### src/rtl/core/mach_pkg.sv
// shared types, constants and the arctangent table of the compass heading core
// no dependencies; compile first
package mach_pkg;

  localparam int unsigned RAW_W      = 16;
  localparam int unsigned DIFF_W     = 17;
  localparam int unsigned HEAD_W     = 15;
  localparam int unsigned CFG_IDX_W  = 2;
  localparam int unsigned CFG_DATA_W = 16;

  localparam logic [CFG_IDX_W-1:0] REG_ORIGIN_X = 2'd0;
  localparam logic [CFG_IDX_W-1:0] REG_ORIGIN_Y = 2'd1;

  localparam int unsigned XY_W       = 20;
  localparam int unsigned ANG_W      = 26;
  localparam int unsigned ATAN_W     = 22;
  localparam int unsigned ATAN_LEN   = 24;
  localparam int unsigned STEP_IDX_W = 5;
  localparam int unsigned ROUND_SHIFT = 10;

  localparam logic signed [ANG_W-1:0] ANG_90     = 26'sd5898240;
  localparam logic signed [ANG_W-1:0] ANG_450    = 26'sd29491200;
  localparam logic signed [ANG_W-1:0] ROUND_HALF = 26'sd512;
  localparam logic [HEAD_W-1:0]       HEAD_FULL  = 15'd23040;

  typedef enum logic [2:0] {
    ST_IDLE,
    ST_WIN_ADD,
    ST_DIV_LD,
    ST_DIV,
    ST_ROT,
    ST_STEP,
    ST_WRAP,
    ST_ROUND
  } state_e;

  typedef struct packed {
    logic load;
    logic step;
    logic wrap;
  } cordic_cmd_t;

  // atan(2^-i) in 2^-16 degree
  function automatic logic [ATAN_W-1:0] atan_lut(input logic [STEP_IDX_W-1:0] idx);
    logic [ATAN_W-1:0] v;
    unique case (idx)
      5'd0:    v = 22'd2949120;
      5'd1:    v = 22'd1740967;
      5'd2:    v = 22'd919879;
      5'd3:    v = 22'd466945;
      5'd4:    v = 22'd234379;
      5'd5:    v = 22'd117304;
      5'd6:    v = 22'd58666;
      5'd7:    v = 22'd29335;
      5'd8:    v = 22'd14668;
      5'd9:    v = 22'd7334;
      5'd10:   v = 22'd3667;
      5'd11:   v = 22'd1833;
      5'd12:   v = 22'd917;
      5'd13:   v = 22'd458;
      5'd14:   v = 22'd229;
      5'd15:   v = 22'd115;
      5'd16:   v = 22'd57;
      5'd17:   v = 22'd29;
      5'd18:   v = 22'd14;
      5'd19:   v = 22'd7;
      5'd20:   v = 22'd4;
      5'd21:   v = 22'd2;
      5'd22:   v = 22'd1;
      default: v = 22'd0;
    endcase
    return v;
  endfunction

endpackage

### src/rtl/core/mach_if.sv
// valid/ready channel interfaces for magnetometer samples and headings
// depends on mach_pkg
interface mach_in_if;
  import mach_pkg::*;

  logic                    valid;
  logic                    ready;
  logic signed [RAW_W-1:0] mag_x;
  logic signed [RAW_W-1:0] mag_y;

  modport source (output valid, output mag_x, output mag_y, input ready);
  modport sink (input valid, input mag_x, input mag_y, output ready);
endinterface

interface mach_out_if;
  import mach_pkg::*;

  logic              valid;
  logic              ready;
  logic [HEAD_W-1:0] heading;

  modport source (output valid, output heading, input ready);
  modport sink (input valid, input heading, output ready);
endinterface

### src/rtl/core/mach_window.sv
// sample ring with running x and y sums, read-old-then-write per item
// depends on mach_pkg
module mach_window #(
  parameter int unsigned WINDOW = 8,
  localparam int unsigned SUM_W = mach_pkg::RAW_W + $clog2(WINDOW) + 1
) (
  input  logic                               clk_i,
  input  logic                               rst_ni,
  input  logic                               upd_i,
  input  logic                               add_i,
  input  logic signed [mach_pkg::DIFF_W-1:0] new_x_i,
  input  logic signed [mach_pkg::DIFF_W-1:0] new_y_i,
  output logic signed [SUM_W-1:0]            sum_x_o,
  output logic signed [SUM_W-1:0]            sum_y_o
);
  import mach_pkg::*;

  localparam int unsigned SLOT_W = $clog2(WINDOW);
  localparam logic [SLOT_W-1:0] SLOT_LAST = SLOT_W'(WINDOW - 1);

  logic signed [DIFF_W-1:0] mem_x [WINDOW];
  logic signed [DIFF_W-1:0] mem_y [WINDOW];
  logic [WINDOW-1:0]        vld_q;
  logic [SLOT_W-1:0]        slot_q;
  logic                     old_vld_q;
  logic signed [DIFF_W-1:0] old_x_q, old_y_q, new_x_q, new_y_q;
  logic signed [SUM_W-1:0]  sum_x_q, sum_y_q;
  logic signed [SUM_W-1:0]  sub_x, sub_y;

  always_ff @(posedge clk_i) begin
    if (upd_i) begin
      old_x_q        <= mem_x[slot_q];
      old_y_q        <= mem_y[slot_q];
      mem_x[slot_q]  <= new_x_i;
      mem_y[slot_q]  <= new_y_i;
      new_x_q        <= new_x_i;
      new_y_q        <= new_y_i;
    end
  end

  // never-written slots count as zero
  assign sub_x = old_vld_q ? SUM_W'(old_x_q) : '0;
  assign sub_y = old_vld_q ? SUM_W'(old_y_q) : '0;

  always_ff @(posedge clk_i or negedge rst_ni) begin
    if (!rst_ni) begin
      vld_q     <= '0;
      slot_q    <= '0;
      old_vld_q <= 1'b0;
      sum_x_q   <= '0;
      sum_y_q   <= '0;
    end else begin
      if (upd_i) begin
        old_vld_q     <= vld_q[slot_q];
        vld_q[slot_q] <= 1'b1;
        slot_q        <= (slot_q == SLOT_LAST) ? '0 : slot_q + 1'b1;
      end
      if (add_i) begin
        sum_x_q <= sum_x_q + SUM_W'(new_x_q) - sub_x;
        sum_y_q <= sum_y_q + SUM_W'(new_y_q) - sub_y;
      end
    end
  end

  assign sum_x_o = sum_x_q;
  assign sum_y_o = sum_y_q;

endmodule

### src/rtl/core/mach_div.sv
// divides both window sums by the window length through one shared reciprocal multiplier
// one lane per cycle, truncates toward zero; depends on mach_pkg
module mach_div #(
  parameter int unsigned WINDOW = 8,
  localparam int unsigned SUM_W = mach_pkg::RAW_W + $clog2(WINDOW) + 1
) (
  input  logic                               clk_i,
  input  logic                               rst_ni,
  input  logic                               start_i,
  input  logic signed [SUM_W-1:0]            sum_x_i,
  input  logic signed [SUM_W-1:0]            sum_y_i,
  output logic                               done_o,
  output logic signed [mach_pkg::DIFF_W-1:0] avg_x_o,
  output logic signed [mach_pkg::DIFF_W-1:0] avg_y_o
);
  import mach_pkg::*;

  localparam int unsigned RW      = $clog2(WINDOW);
  localparam int unsigned MAG_W   = SUM_W - 1;
  localparam int unsigned SHIFT   = MAG_W + RW;
  localparam int unsigned RECIP_W = MAG_W + 2;
  localparam int unsigned PROD_W  = MAG_W + RECIP_W;
  // ceil(2^SHIFT / WINDOW) gives the exact floor quotient for every magnitude
  localparam logic [RECIP_W-1:0] RECIP =
    RECIP_W'(((longint'(1) << SHIFT) + longint'(WINDOW) - 1) / longint'(WINDOW));
  localparam logic [1:0] LANES_INIT = 2'd2;

  logic signed [SUM_W-1:0]  sum_in [2];
  logic [MAG_W-1:0]         mag_in [2];
  logic [MAG_W-1:0]         mag_q  [2];
  logic                     neg_q  [2];
  logic [DIFF_W-2:0]        quo_q  [2];
  logic signed [DIFF_W-1:0] qv     [2];
  logic signed [DIFF_W-1:0] avg    [2];
  logic                     lane;
  logic [MAG_W-1:0]         mul_a;
  logic [PROD_W-1:0]        prod;
  logic [1:0]               cnt_q;

  assign sum_in[0] = sum_x_i;
  assign sum_in[1] = sum_y_i;

  always_comb begin
    for (int l = 0; l < 2; l++) begin
      mag_in[l] = sum_in[l][SUM_W-1] ? MAG_W'(-sum_in[l]) : MAG_W'(sum_in[l]);
      qv[l]     = {1'b0, quo_q[l]};
      avg[l]    = neg_q[l] ? -qv[l] : qv[l];
    end
  end

  // x lane first, then y lane
  assign lane  = (cnt_q == 2'd1);
  assign mul_a = mag_q[lane];
  assign prod  = PROD_W'(mul_a) * PROD_W'(RECIP);

  always_ff @(posedge clk_i) begin
    if (start_i) begin
      for (int l = 0; l < 2; l++) begin
        mag_q[l] <= mag_in[l];
        neg_q[l] <= sum_in[l][SUM_W-1];
      end
    end else if (cnt_q != 2'd0) begin
      quo_q[lane] <= prod[SHIFT +: DIFF_W-1];
    end
  end

  always_ff @(posedge clk_i or negedge rst_ni) begin
    if (!rst_ni) begin
      cnt_q <= '0;
    end else if (start_i) begin
      cnt_q <= LANES_INIT;
    end else if (cnt_q != 2'd0) begin
      cnt_q <= cnt_q - 1'b1;
    end
  end

  assign done_o  = (cnt_q == 2'd1);
  assign avg_x_o = avg[0];
  assign avg_y_o = avg[1];

endmodule

### src/rtl/core/mach_cordic.sv
// iterative vectoring cordic for atan2, then heading wrap and rounding
// one micro-rotation per cycle; depends on mach_pkg
module mach_cordic #(
  parameter int unsigned CORDIC_STEPS = 16
) (
  input  logic                               clk_i,
  input  logic                               rst_ni,
  input  mach_pkg::cordic_cmd_t              cmd_i,
  input  logic signed [mach_pkg::DIFF_W-1:0] avg_x_i,
  input  logic signed [mach_pkg::DIFF_W-1:0] avg_y_i,
  output logic                               last_step_o,
  output logic [mach_pkg::HEAD_W-1:0]        heading_o
);
  import mach_pkg::*;

  localparam int unsigned STEPS = (CORDIC_STEPS > ATAN_LEN) ? ATAN_LEN : CORDIC_STEPS;
  localparam logic [STEP_IDX_W-1:0] STEP_LAST = STEP_IDX_W'(STEPS - 1);

  logic signed [XY_W-1:0]  x_q, y_q, x_ext, y_ext, x_ld, y_ld, dx, dy;
  logic signed [ANG_W-1:0] z_q, z_ld, ang, z_eff, h_lo, h_hi, h_q, h_rnd;
  logic [STEP_IDX_W-1:0]   step_q;
  logic                    zero_q, y_pos;
  logic [HEAD_W-1:0]       hd;

  assign x_ext = XY_W'(avg_x_i);
  assign y_ext = XY_W'(avg_y_i);

  // left half plane turned by +-90 degrees first
  always_comb begin
    x_ld = x_ext;
    y_ld = y_ext;
    z_ld = '0;
    if (x_ext[XY_W-1]) begin
      if (!y_ext[XY_W-1]) begin
        x_ld = y_ext;
        y_ld = -x_ext;
        z_ld = ANG_90;
      end else begin
        x_ld = -y_ext;
        y_ld = x_ext;
        z_ld = -ANG_90;
      end
    end
  end

  assign dx    = y_q >>> step_q;
  assign dy    = x_q >>> step_q;
  assign ang   = {{(ANG_W - ATAN_W){1'b0}}, atan_lut(step_q)};
  assign y_pos = !y_q[XY_W-1] && (y_q != '0);

  assign z_eff = zero_q ? '0 : z_q;
  assign h_lo  = ANG_90 - z_eff;
  assign h_hi  = ANG_450 - z_eff;

  always_ff @(posedge clk_i) begin
    if (cmd_i.load) begin
      x_q    <= x_ld;
      y_q    <= y_ld;
      z_q    <= z_ld;
      zero_q <= (avg_x_i == '0) && (avg_y_i == '0);
    end else if (cmd_i.step) begin
      if (y_pos) begin
        x_q <= x_q + dx;
        y_q <= y_q - dy;
        z_q <= z_q + ang;
      end else begin
        x_q <= x_q - dx;
        y_q <= y_q + dy;
        z_q <= z_q - ang;
      end
    end
    if (cmd_i.wrap) begin
      h_q <= h_lo[ANG_W-1] ? h_hi : h_lo;
    end
  end

  always_ff @(posedge clk_i or negedge rst_ni) begin
    if (!rst_ni) begin
      step_q <= '0;
    end else if (cmd_i.load) begin
      step_q <= '0;
    end else if (cmd_i.step) begin
      step_q <= step_q + 1'b1;
    end
  end

  // round half up, full turn wraps to zero
  assign h_rnd     = h_q + ROUND_HALF;
  assign hd        = h_rnd[HEAD_W+ROUND_SHIFT-1:ROUND_SHIFT];
  assign heading_o = (hd == HEAD_FULL) ? '0 : hd;

  assign last_step_o = (step_q == STEP_LAST);

endmodule

### src/rtl/core/mag_average_compass_heading_core.sv
// top level of the magnetometer compass heading core
// depends on mach_pkg, mach_if, mach_window, mach_div, mach_cordic
//
// usage: raw (mag_x, mag_y) items enter on in_if; each gives one heading item on
// out_if in 1/64 degree, 0..23039, computed as 90 - atan2 of the window averages.
// origin_x / origin_y are written through cfg_we_i, cfg_idx_i, cfg_data_i while idle;
// the user must keep to this; the block does not enforce it. one item at a time:
// in_if.ready is high only while the sequencer is idle. an item passes through the
// window update, the divider load, the reciprocal multiply (one lane per cycle), the
// cordic load, one micro-rotation per cycle, the heading wrap and rounding into the
// output register; in_if.ready returns in the same cycle that out_if.valid rises.
// the output register holds a heading until taken; if it is still full when the next
// heading is ready, the sequencer waits, and no new item is taken meanwhile.
// reset clears the origins, the window (all slots read as zero until written),
// the sums and the output valid; no clearing pass is needed.
module mag_average_compass_heading_core #(
  parameter int unsigned WINDOW       = 8,
  parameter int unsigned CORDIC_STEPS = 16
) (
  input  logic                               clk_i,
  input  logic                               rst_ni,
  input  logic                               cfg_we_i,
  input  logic [mach_pkg::CFG_IDX_W-1:0]     cfg_idx_i,
  input  logic [mach_pkg::CFG_DATA_W-1:0]    cfg_data_i,
  mach_in_if.sink                            in_if,
  mach_out_if.source                         out_if
);
  import mach_pkg::*;

  localparam int unsigned SUM_W = RAW_W + $clog2(WINDOW) + 1;

  state_e                   state_q, state_d;
  logic signed [RAW_W-1:0]  origin_x_q, origin_y_q;
  logic signed [DIFF_W-1:0] diff_x, diff_y, avg_x, avg_y;
  logic signed [SUM_W-1:0]  sum_x, sum_y;
  logic                     in_acc, win_add, div_start, div_done, last_step, out_load;
  cordic_cmd_t              cmd;
  logic [HEAD_W-1:0]        heading_c, heading_q;
  logic                     out_valid_q;

  always_ff @(posedge clk_i or negedge rst_ni) begin
    if (!rst_ni) begin
      origin_x_q <= '0;
      origin_y_q <= '0;
    end else if (cfg_we_i) begin
      unique case (cfg_idx_i)
        REG_ORIGIN_X: origin_x_q <= signed'(cfg_data_i);
        REG_ORIGIN_Y: origin_y_q <= signed'(cfg_data_i);
        default: ;
      endcase
    end
  end

  assign in_if.ready = (state_q == ST_IDLE);
  assign in_acc      = in_if.valid && in_if.ready;
  assign diff_x      = DIFF_W'(in_if.mag_x) - DIFF_W'(origin_x_q);
  assign diff_y      = DIFF_W'(in_if.mag_y) - DIFF_W'(origin_y_q);

  mach_window #(.WINDOW(WINDOW)) u_window (
    .clk_i   (clk_i),
    .rst_ni  (rst_ni),
    .upd_i   (in_acc),
    .add_i   (win_add),
    .new_x_i (diff_x),
    .new_y_i (diff_y),
    .sum_x_o (sum_x),
    .sum_y_o (sum_y)
  );

  mach_div #(.WINDOW(WINDOW)) u_div (
    .clk_i   (clk_i),
    .rst_ni  (rst_ni),
    .start_i (div_start),
    .sum_x_i (sum_x),
    .sum_y_i (sum_y),
    .done_o  (div_done),
    .avg_x_o (avg_x),
    .avg_y_o (avg_y)
  );

  mach_cordic #(.CORDIC_STEPS(CORDIC_STEPS)) u_cordic (
    .clk_i       (clk_i),
    .rst_ni      (rst_ni),
    .cmd_i       (cmd),
    .avg_x_i     (avg_x),
    .avg_y_i     (avg_y),
    .last_step_o (last_step),
    .heading_o   (heading_c)
  );

  always_ff @(posedge clk_i or negedge rst_ni) begin
    if (!rst_ni) begin
      state_q <= ST_IDLE;
    end else begin
      state_q <= state_d;
    end
  end

  always_comb begin
    state_d   = state_q;
    win_add   = 1'b0;
    div_start = 1'b0;
    cmd       = '0;
    out_load  = 1'b0;
    unique case (state_q)
      ST_IDLE: begin
        if (in_acc) state_d = ST_WIN_ADD;
      end
      ST_WIN_ADD: begin
        win_add = 1'b1;
        state_d = ST_DIV_LD;
      end
      ST_DIV_LD: begin
        div_start = 1'b1;
        state_d   = ST_DIV;
      end
      ST_DIV: begin
        if (div_done) state_d = ST_ROT;
      end
      ST_ROT: begin
        cmd.load = 1'b1;
        state_d  = ST_STEP;
      end
      ST_STEP: begin
        cmd.step = 1'b1;
        if (last_step) state_d = ST_WRAP;
      end
      ST_WRAP: begin
        cmd.wrap = 1'b1;
        state_d  = ST_ROUND;
      end
      ST_ROUND: begin
        if (!out_valid_q || out_if.ready) begin
          out_load = 1'b1;
          state_d  = ST_IDLE;
        end
      end
      default: state_d = ST_IDLE;
    endcase
  end

  always_ff @(posedge clk_i or negedge rst_ni) begin
    if (!rst_ni) begin
      out_valid_q <= 1'b0;
    end else if (out_load) begin
      out_valid_q <= 1'b1;
    end else if (out_if.ready) begin
      out_valid_q <= 1'b0;
    end
  end

  always_ff @(posedge clk_i) begin
    if (out_load) heading_q <= heading_c;
  end

  assign out_if.valid   = out_valid_q;
  assign out_if.heading = heading_q;

  a_out_from_round: assert property (@(posedge clk_i) disable iff (!rst_ni)
    $rose(out_valid_q) |-> $past(state_q) == ST_ROUND)
    else $error("heading valid without finishing an item");

  a_div_done_in_div: assert property (@(posedge clk_i) disable iff (!rst_ni)
    div_done |-> state_q == ST_DIV)
    else $error("divider finished outside the divide phase");

  a_heading_range: assert property (@(posedge clk_i) disable iff (!rst_ni)
    out_valid_q |-> heading_q < HEAD_FULL)
    else $error("heading outside a full turn");

  a_accept_starts: assert property (@(posedge clk_i) disable iff (!rst_ni)
    in_acc |=> state_q == ST_WIN_ADD)
    else $error("accepted item did not start the window update");

endmodule
### src/flat_wrapper.sv
// flat-port wrapper written by rule: the top's interface ports become plain ports
module mag_average_compass_heading_core_flat import mach_pkg::*;
#(
  parameter int unsigned WINDOW       = 8,
  parameter int unsigned CORDIC_STEPS = 16
)
  (clk_i, rst_ni, cfg_we_i, cfg_idx_i, cfg_data_i, in_if_valid, in_if_mag_x, in_if_mag_y, in_if_ready, out_if_valid, out_if_heading, out_if_ready);
  mach_in_if in_if_i ();
  mach_out_if out_if_i ();
  input  logic clk_i;
  input  logic rst_ni;
  input  logic cfg_we_i;
  input  logic [mach_pkg::CFG_IDX_W-1:0] cfg_idx_i;
  input  logic [mach_pkg::CFG_DATA_W-1:0] cfg_data_i;
  input wire logic [$bits(in_if_i.valid)-1:0] in_if_valid;
  input wire logic [$bits(in_if_i.mag_x)-1:0] in_if_mag_x;
  input wire logic [$bits(in_if_i.mag_y)-1:0] in_if_mag_y;
  output wire logic [$bits(in_if_i.ready)-1:0] in_if_ready;
  output wire logic [$bits(out_if_i.valid)-1:0] out_if_valid;
  output wire logic [$bits(out_if_i.heading)-1:0] out_if_heading;
  input wire logic [$bits(out_if_i.ready)-1:0] out_if_ready;
  assign in_if_i.valid = in_if_valid;
  assign in_if_i.mag_x = in_if_mag_x;
  assign in_if_i.mag_y = in_if_mag_y;
  assign in_if_ready = in_if_i.ready;
  assign out_if_valid = out_if_i.valid;
  assign out_if_heading = out_if_i.heading;
  assign out_if_i.ready = out_if_ready;
  mag_average_compass_heading_core #(.WINDOW(WINDOW), .CORDIC_STEPS(CORDIC_STEPS)) u_core (.clk_i(clk_i), .rst_ni(rst_ni), .cfg_we_i(cfg_we_i), .cfg_idx_i(cfg_idx_i), .cfg_data_i(cfg_data_i), .in_if(in_if_i), .out_if(out_if_i));
endmodule
### config.mk
export PLATFORM = sky130hd
export DESIGN_NAME = mag_average_compass_heading_core_flat
export DESIGN_NICKNAME = d
export VERILOG_FILES = /design/src/rtl/core/mach_pkg.sv /design/src/rtl/core/mach_if.sv /design/src/rtl/core/mach_window.sv /design/src/rtl/core/mach_div.sv /design/src/rtl/core/mach_cordic.sv /design/src/rtl/core/mag_average_compass_heading_core.sv /design/src/flat_wrapper.sv
export SDC_FILE = /design/constraint.sdc
export NUM_CORES = 1
export LEC_CHECK = 0
export BUFFER_PORTS_ARGS = -buffer_cell sky130_fd_sc_hd__buf_2
export CAP_MARGIN = 15
export CORE_MARGIN = 2
export CORE_UTILIZATION = 40
export CTS_BUF_LIST = sky130_fd_sc_hd__clkbuf_2
export DETAILED_ROUTE_END_ITERATION = 16
export PLACE_DENSITY = 0.57
export SLEW_MARGIN = 20
export SYNTH_ARGS = -nofsm -noshare
export SYNTH_HDL_FRONTEND = slang
export SYNTH_SLANG_ARGS = --single-unit
export TNS_END_PERCENT = 50
### constraint.sdc
create_clock -name clk_i -period 16.8 [get_ports clk_i]
set_clock_uncertainty 0.1 [all_clocks]
set_input_delay 2.52 -clock clk_i [delete_from_list [all_inputs] [get_ports clk_i]]
set_output_delay 2.52 -clock clk_i [all_outputs]
set_load 0.02 [all_outputs]
Yosys cells after proc, flatten, opt, wreduce, memory -nomap -nowiden
Memories as Yosys holds them, arrays and structs flattened. A register that Yosys moved wholly into a read port is not among the register bits.
Cells that the tools add are included.
{"block": "word_totals", "register_bits": 236, "ram_bits": 344, "mem_bits_ro": 704, "in_bits": 55, "out_inout_bits": 17, "wordCells": 142, "mem_count": 6}
{"block": "classes", "add_sub_neg": 24, "n_lt_le_gt_ge": 2, "eq_ne": 16, "n_shift": 2, "mux": 53, "bitwise": 1, "reduce_logical": 19}
{"name": "(no name shown)", "depth": 32, "width": 22, "read_ports": 1, "rd_ports_with_merged_regs": 0, "wr": 0, "line": "mach_pkg.sv:46", "text": "unique case (idx)"}
{"name": "u_core.u_window.mem_x", "depth": 8, "width": 17, "read_ports": 1, "rd_ports_with_merged_regs": 1, "wr": 1, "line": "mach_window.sv:21", "text": "logic signed [DIFF_W-1:0] mem_x [WINDOW];"}
{"name": "u_core.u_window.mem_y", "depth": 8, "width": 17, "read_ports": 1, "rd_ports_with_merged_regs": 1, "wr": 1, "line": "mach_window.sv:22", "text": "logic signed [DIFF_W-1:0] mem_y [WINDOW];"}
{"name": "u_core.u_div.mag_q", "depth": 2, "width": 19, "read_ports": 1, "rd_ports_with_merged_regs": 0, "wr": 2, "line": "mach_div.sv:30", "text": "logic [MAG_W-1:0] mag_q [2];"}
{"name": "u_core.u_div.quo_q", "depth": 2, "width": 16, "read_ports": 2, "rd_ports_with_merged_regs": 0, "wr": 1, "line": "mach_div.sv:32", "text": "logic [DIFF_W-2:0] quo_q [2];"}
{"name": "u_core.u_div.neg_q", "depth": 2, "width": 1, "read_ports": 2, "rd_ports_with_merged_regs": 0, "wr": 2, "line": "mach_div.sv:31", "text": "logic neg_q [2];"}
{"operator": "$mux W20", "count": 12}
{"operator": "$mux W26", "count": 6}
{"operator": "$sub A20 B20 Y20", "count": 4}
{"operator": "$add A20 B17 Y20", "count": 2}
{"operator": "$add A20 B20 Y20", "count": 2}
{"operator": "$neg A17 Y20", "count": 2}
{"operator": "$sshr A20 B5 Y20", "count": 2}
{"operator": "$mux W19", "count": 2}
{"operator": "$neg A19 Y19", "count": 2}
{"operator": "$logic_not A17 Y1", "count": 2}
{"operator": "$mux W17", "count": 2}
{"operator": "$neg A16 Y17", "count": 2}
{"operator": "$sub A16 B16 Y17", "count": 2}
{"operator": "$add A26 B23 Y26", "count": 1}
{"operator": "$sub A24 B26 Y26 const A", "count": 1}
{"operator": "$sub A26 B23 Y26", "count": 1}
{"operator": "$add A25 B11 Y25 const B", "count": 1}
{"operator": "$mux W25", "count": 1}
{"operator": "$sub A23 B25 Y25 const A", "count": 1}
{"operator": "$pmux W3 S8", "count": 1}
{"operator": "$reduce_bool A20 Y1", "count": 1}
{"operator": "$mux W1", "count": 18}
{"operator": "$eq A15 B15 Y1 const B", "count": 1}
{"operator": "$eq A3 B3 Y1 const B", "count": 5}
{"operator": "25 further kinds", "count": 43}

Longest topological paths before layout
An unclocked memory read counts as a cell.
{"block": "logic_depth", "word_depth": 7, "ltp_mapped": 24, "ltp_nobuf": 21}

Hierarchy
From an unflattened synthesis, not the netlist that was laid out.
{"block": "unflattened", "hier_cells": 3367, "area_unflattened_um2": 36959.2}
{"module": "mach_window", "n_inst": 1, "cells_per_inst": 1275, "area_per_inst_um2": 17758.3, "seq_area_each_um2": 11511.0}
{"module": "mach_cordic", "n_inst": 1, "cells_per_inst": 1466, "area_per_inst_um2": 12233.0, "seq_area_each_um2": 2617.5}
{"module": "mach_div", "n_inst": 1, "cells_per_inst": 278, "area_per_inst_um2": 3585.9, "seq_area_each_um2": 2031.9}
{"module": "mag_average_compass_heading_core", "n_inst": 1, "cells_per_inst": 348, "area_per_inst_um2": 3382.0, "seq_area_each_um2": 1351.3}

Worst setup path before layout
OpenSTA, ideal clock, no wires.
{"block": "synth_path", "path_kind": "in2reg", "startpoint": "input port in_if_valid", "endpoint": "memory u_core.u_window.mem_x[3][0] (enable)", "setup_ns": 0.469, "arrival_ns": 5.050, "required_ns": 16.231, "setup_slack_ns": 11.181, "path_stages": 2, "path_cell_list": "nand2_1 > nor3_1"}
{"block": "synth_via", "elab_chain_cells": 3}
{"element": "start, declared", "line": "flat_wrapper.sv:15", "text": "input wire logic [$bits(in_if_i.valid)-1:0] in_if_valid;"}
{"element": "$logic_and A1 B1 Y1", "line": "mag_average_compass_heading_core.sv:55", "text": "assign in_acc = in_if.valid && in_if.ready;"}
{"element": "$mux W1", "line": "mach_window.sv:31", "text": "if (upd_i) begin"}
{"element": "$mux W1 (not written as such)", "line": "mach_window.sv:34", "text": "mem_x[slot_q] <= new_x_i;"}
{"element": "end, declared", "line": "mach_window.sv:21"}
No other way between the ends.

Final worst setup path
{"block": "layout_path", "startpoint": "register u_core.u_cordic.step_q[0]", "endpoint": "register u_core.u_cordic.z_q[24], data pin"}
{"block": "layout_via", "elab_chain_cells": 5}
{"element": "start, declared", "line": "mach_cordic.sv:21", "text": "logic [STEP_IDX_W-1:0] step_q;"}
{"element": "start signal, assigned", "line": "mach_cordic.sv:83", "text": "step_q <= step_q + 1'b1;"}
{"element": "$mem_v2 Z32 W22 *"}
{"element": "$sub A26 B23 Y26 or $add A26 B23 Y26 (tied branches)", "line": "mach_cordic.sv:69, mach_cordic.sv:65"}
{"element": "$mux W26 *", "line": "mach_cordic.sv:62", "text": "if (y_pos) begin"}
{"element": "$mux W26 *", "line": "mach_cordic.sv:61", "text": "end else if (cmd_i.step) begin"}
{"element": "$mux W26 *", "line": "mach_cordic.sv:56", "text": "if (cmd_i.load) begin"}
{"element": "end signal, assigned", "line": "mach_cordic.sv:59", "text": "z_q <= z_ld;"}
{"element": "end signal, assigned", "line": "mach_cordic.sv:65", "text": "z_q <= z_q + ang;"}
{"element": "end signal, assigned", "line": "mach_cordic.sv:69", "text": "z_q <= z_q - ang;"}
{"element": "end, declared", "line": "mach_cordic.sv:20", "text": "logic signed [ANG_W-1:0] z_q, z_ld, ang, z_eff, h_lo, h_hi, h_q, h_rnd;"}
Mark *: on every way between the ends. The rest lies on a longest branch, timed or not. The select of a mux whose other input is x is not followed.
A chain may end at the register's enable or synchronous reset.

==> impl_summary.md <==
Run status
The run finished with clean final reports.

Floorplan
The initial core utilization is 40.5%. The number of top-level pins is 72. The die covers 92200 µm². The height of the die is 304 µm. The site row count is 109. The width of the die is 304 µm. The total core area is 88600 µm².

Power and ir drop
The power density normalized to cell area is 213 nW/µm². The sequential share of power is 29.4%. Of the total power, the share spent switching nets is 44.9%.

The net switching power is 3.73 mW. The combinational share of power is 58.1%. The part of the total power dissipated in the clock network is 12.5%.

The internal cell power is 4.58 mW. Summed over all cells, the static leakage comes to 15.1 nW. IR analysis of the VDD net gives a maximum drop of 0.0911 mV.

Logic synthesis
The number of synthesized register bits is 599. The yosys synthesis warning count is 0. Summing the areas of all compound-gate instances in the mapped netlist gives 14.9% of the synthesized area. The post-synthesis share of cell area spent on xor and xnor gates is 6.34%.

The number of distinct standard cells referenced by the synthesized netlist is 113. The synthesized design contains 504 enable-type register cells. sky130_fd_sc_hd__edfxtp_1 takes more of the synthesized area than any other cell. The post-synth net total is 3532. The post-synthesis share of cell area spent on full adders, half adders and majority gates is 7.86%.

Dividing the synthesized area by the synthesized cell count gives 11.0 µm². Of the total synthesized cell area, the portion taken by AND, OR, NAND and NOR gates is 12.7%. The async set-reset flop share out of synthesis is 15.9%. The area of the mapped netlist is 35900 µm². After synthesis, the largest family of logic cells by area is compound AO/OA/AOI/OAI gates. For this run, the register share of the synthesized area comes to 48.7%.

Ranked by total cell area, the synthesized netlist is headed by sky130_fd_sc_hd__edfxtp_1 (42%), sky130_fd_sc_hd__dfrtp_1 (6.6%), sky130_fd_sc_hd__ha_1 (5.5%), sky130_fd_sc_hd__xnor2_1 (3.4%), sky130_fd_sc_hd__xor2_1 (2.9%). The primary flip-flop cell chosen by synthesis mapping is sky130_fd_sc_hd__edfxtp_1. Counting instances in the post-synthesis netlist gives the leading cell types as sky130_fd_sc_hd__edfxtp_1 (504), sky130_fd_sc_hd__inv_1 (262), sky130_fd_sc_hd__nand2_1 (247). Among all cell types in the netlist, the one instantiated most often is sky130_fd_sc_hd__edfxtp_1. The share of synthesized area in the top cell type comes to 42.1%. The post-synthesis mux area share is 4.90%. The cell count after synthesis came out at 3277.

Cells and area
Compared with the post-synthesis result, the final layout area differs by 8.50%. Fill cells in the final layout number 8554. The sequential cell area is 17500 µm². The summed area of non-filler cells in the final layout is 39000 µm².

The net count of the finished layout is 3668. Cells with a size suffix above 1 make up 15.2% of the layout. The total area of multi-input combinational cells is 16900 µm².

Critical path
The critical path contains buffers and inverters numbering 3 combined. The data arrival time at the worst-slack endpoint is 7.75 ns. The slowest library cell on the worst path is sky130_fd_sc_hd__a2111oi_0. Walking the worst path, the cells encountered are buf_4 > inv_1 > ha_1 > nor2b_1 > nor3_1 > o32ai_1 > inv_1 > ha_1 > and3_1 > nor2b_1 > a21oi_1 > xor2_1 > ha_1 > a21o_1 > a21o_1 > nand2_1 > o21ai_0 > a2111oi_0 > nor3_1 > o41ai_1 > or4_1 > nand3_1. The cell repeated most along the worst path is sky130_fd_sc_hd__ha_1. In this design, the stage delay of the slowest critical-path cell is 0.84 ns. The endpoint kind of the worst setup timing path is a register. The critical path class is register to register.

At the worst endpoint, the required time is 17.74 ns. The top cell family by delay on the critical path is compound AO/OA/AOI/OAI gates. STA classifies the critical path startpoint as a register. Along the worst path, the maximum fanout reaches 66.

STA
Of the available clock period, the critical path in the final layout requires 40.5%. Summed over all failing endpoints, the final setup total negative slack is 0 ns. Setup violations remaining at the end of the flow were counted as 0. The final max-slew violation count is 0. The fmax is 147 MHz. The time the worst path needs with I/O delays and setup is 6.81 ns. The worst relative slew slack is 27.8%.

The pin slew with the least headroom to its limit is 1.08 ns. Across all setup checks in the final design, the least slack found is 9.99 ns. Setup repair after global routing left no endpoint under its margin. The number of failing hold endpoints at the final stage came to 0.

Global route
The first global-routing pass estimated 140000 µm of wire. Global routing consumed, over all layers together, 19.2% of the routing resources. The number of antenna violations at the first check in global routing came to 3. The global route total overflow is 0. The number of global-route vias before repair was 25200. Entering global routing, the biggest net connects 77 pins.

Clocking
Clock tree synthesis found a total of 599 sinks. Once the clock tree was built, the setup fixing pass inserted 0 buffers. The root buffer cell is sky130_fd_sc_hd__clkbuf_2.

The number of gates resized after CTS is 0. The clock tree synthesis step divided the H-tree into 4 levels. The maximum buffer depth of the clock tree is 3.

The TritonCTS buffer count is 157. The number of buffers inserted for hold repair after clock tree synthesis is 0. At the later pin of the worst-skew pair, clock insertion delay measures 1.39 ns. The clock transition at the register clock pins on the worst setup and hold paths after CTS is 0.13 ns. TritonCTS built the clock tree.

Drt
In the routed layout, each cell is associated on average with a via count of 5.45. The number of violations reported at the end of detailed-routing iteration 0 is 1965. After detailed routing, the number of remaining DRC violations is 0.

The pre-antenna-repair detailed-routing pass consisted of 5 iterations. Summed over all layers, the routed wires come to 89400 µm. The number of nets with antenna violations after routing is 0. After detailed routing, the average wire length per cell comes to 19.0 µm.

The detailed router placed 25700 vias in this run.

Place
The weighted congestion at the end of routability-driven global placement is 0.856. The worst slack at placement is 10.06 ns. The cell area after placement is 37500 µm². The number of port buffers is 71. The half-perimeter wire length of the detailed placement result is 60800 µm.

Hold path
The worst min-delay path class is register to register.

Flow run
The reported max-cap violation count is 0.
## cells in the final DEF, fill, tap and decap left out, types with 33 or more instances in the layout
master and instances:
sky130_fd_sc_hd__edfxtp_1 504, sky130_fd_sc_hd__inv_1 259, sky130_fd_sc_hd__nand2_1 246, sky130_fd_sc_hd__clkbuf_2 235
sky130_fd_sc_hd__nor2_1 200, sky130_fd_sc_hd__o21ai_0 178, sky130_fd_sc_hd__ha_1 157, sky130_fd_sc_hd__a21oi_1 155
sky130_fd_sc_hd__xnor2_1 140, sky130_fd_sc_hd__a22oi_1 138, sky130_fd_sc_hd__xor2_1 120, sky130_fd_sc_hd__dfrtp_1 93
sky130_fd_sc_hd__buf_2 70, sky130_fd_sc_hd__nor3_1 64, sky130_fd_sc_hd__mux2_2 52, sky130_fd_sc_hd__nand3_1 50
sky130_fd_sc_hd__nand4_1 50, sky130_fd_sc_hd__buf_4 45, sky130_fd_sc_hd__fa_1 43, sky130_fd_sc_hd__o31ai_1 40
sky130_fd_sc_hd__and2_1 40, sky130_fd_sc_hd__mux2i_1 34, sky130_fd_sc_hd__nor2b_1 33
## worst paths after layout
kind,start,depth (start not counted),slack (ns),endpoint
min in group asynchronous,rst_ni,1,1.00,u_core.u_window.sum_x_o[0]
worst max-delay path,u_core.u_cordic.step_q[0],22,9.99,u_core.u_cordic.z_q[24]
worst min register to register,u_core.u_window.vld_q[5],1,0.37,u_core.u_window.vld_q[5]
worst max register to register,u_core.u_cordic.step_q[0],22,9.99,u_core.u_cordic.z_q[24]
max in group asynchronous,rst_ni,2,14.25,u_core.u_window.sum_x_o[17]
worst min-delay path,u_core.u_window.vld_q[5],1,0.37,u_core.u_window.vld_q[5]
## sequential cells by signal (all words and copies together) (netlist names), 20 cells and up
| signal | cells |
|---|---|
| u_core.u_cordic.y_q | 20 |
| u_core.u_window.sum_y_o | 20 |
| u_core.u_div.quo_q | 32 |
| u_core.u_window.mem_x | 136 |
| u_core.u_window.mem_y | 136 |
| u_core.u_div.mag_q | 32 |
| u_core.u_cordic.z_q | 26 |
| u_core.u_window.sum_x_o | 20 |
| u_core.u_cordic.x_q | 20 |
## cell families after synthesis
logic type,count (synthesis)
XOR/XNOR,260
buffers and inverters,402
AND/OR/NAND/NOR,902
flip-flops,599
AO/OA/AOI/OAI,792
multiplexers,122
adder cells (fa/ha/maj),200
## routing by layer
layer | up-vias | GRT usage, % | part of all wire [%]
met2 | 613 | 32.3 | 48
met5 | - | 0 | 0
met3 | 146 | 3.97 | 4.9
li1 | 12500 | - | -
met1 | 12400 | 24.8 | 45
met4 | 0 | 6.28 | 2.0
## final cells by class
| class | count | area share, % |
|---|---|---|
| diodes | 6 | 0.0385 |
| clock buffers | 235 | 3.02 |
| clock inverters | 45 | 0.706 |
| inverters | 264 | 2.54 |
| multi-input cells | 2276 | 43.3 |
| flip-flops and latches | 599 | 44.9 |
| well taps | 1165 | 3.74 |
| repair buffers | 115 | 1.77 |
## power by group through the flow
stage	clock [mW]	combinational [mW]	sequential, mW
finish	1.04	4.82	2.44
global route	1.16	5.44	2.48
CTS	1.08	4.83	2.44
detailed placement	0	4.80	2.47
global placement	0	4.76	2.47
floorplan	0	3.81	2.35
## through the flow
stage | hold WS, ns | cells | power [mW] | util [%]
after floorplan | 0.323 | 3277 | 6.17 | -
after global placement | 0.352 | 4419 | 7.23 | 42.3
after detailed placement | 0.354 | 4419 | 7.28 | 42.3
after CTS | 0.377 | 4699 | 8.35 | 43.9
after global routing | 0.393 | 4701 | 9.08 | 44.0
final | 0.372 | 4705 | 8.30 | 44.0
(Power assumes the default switching activity.)
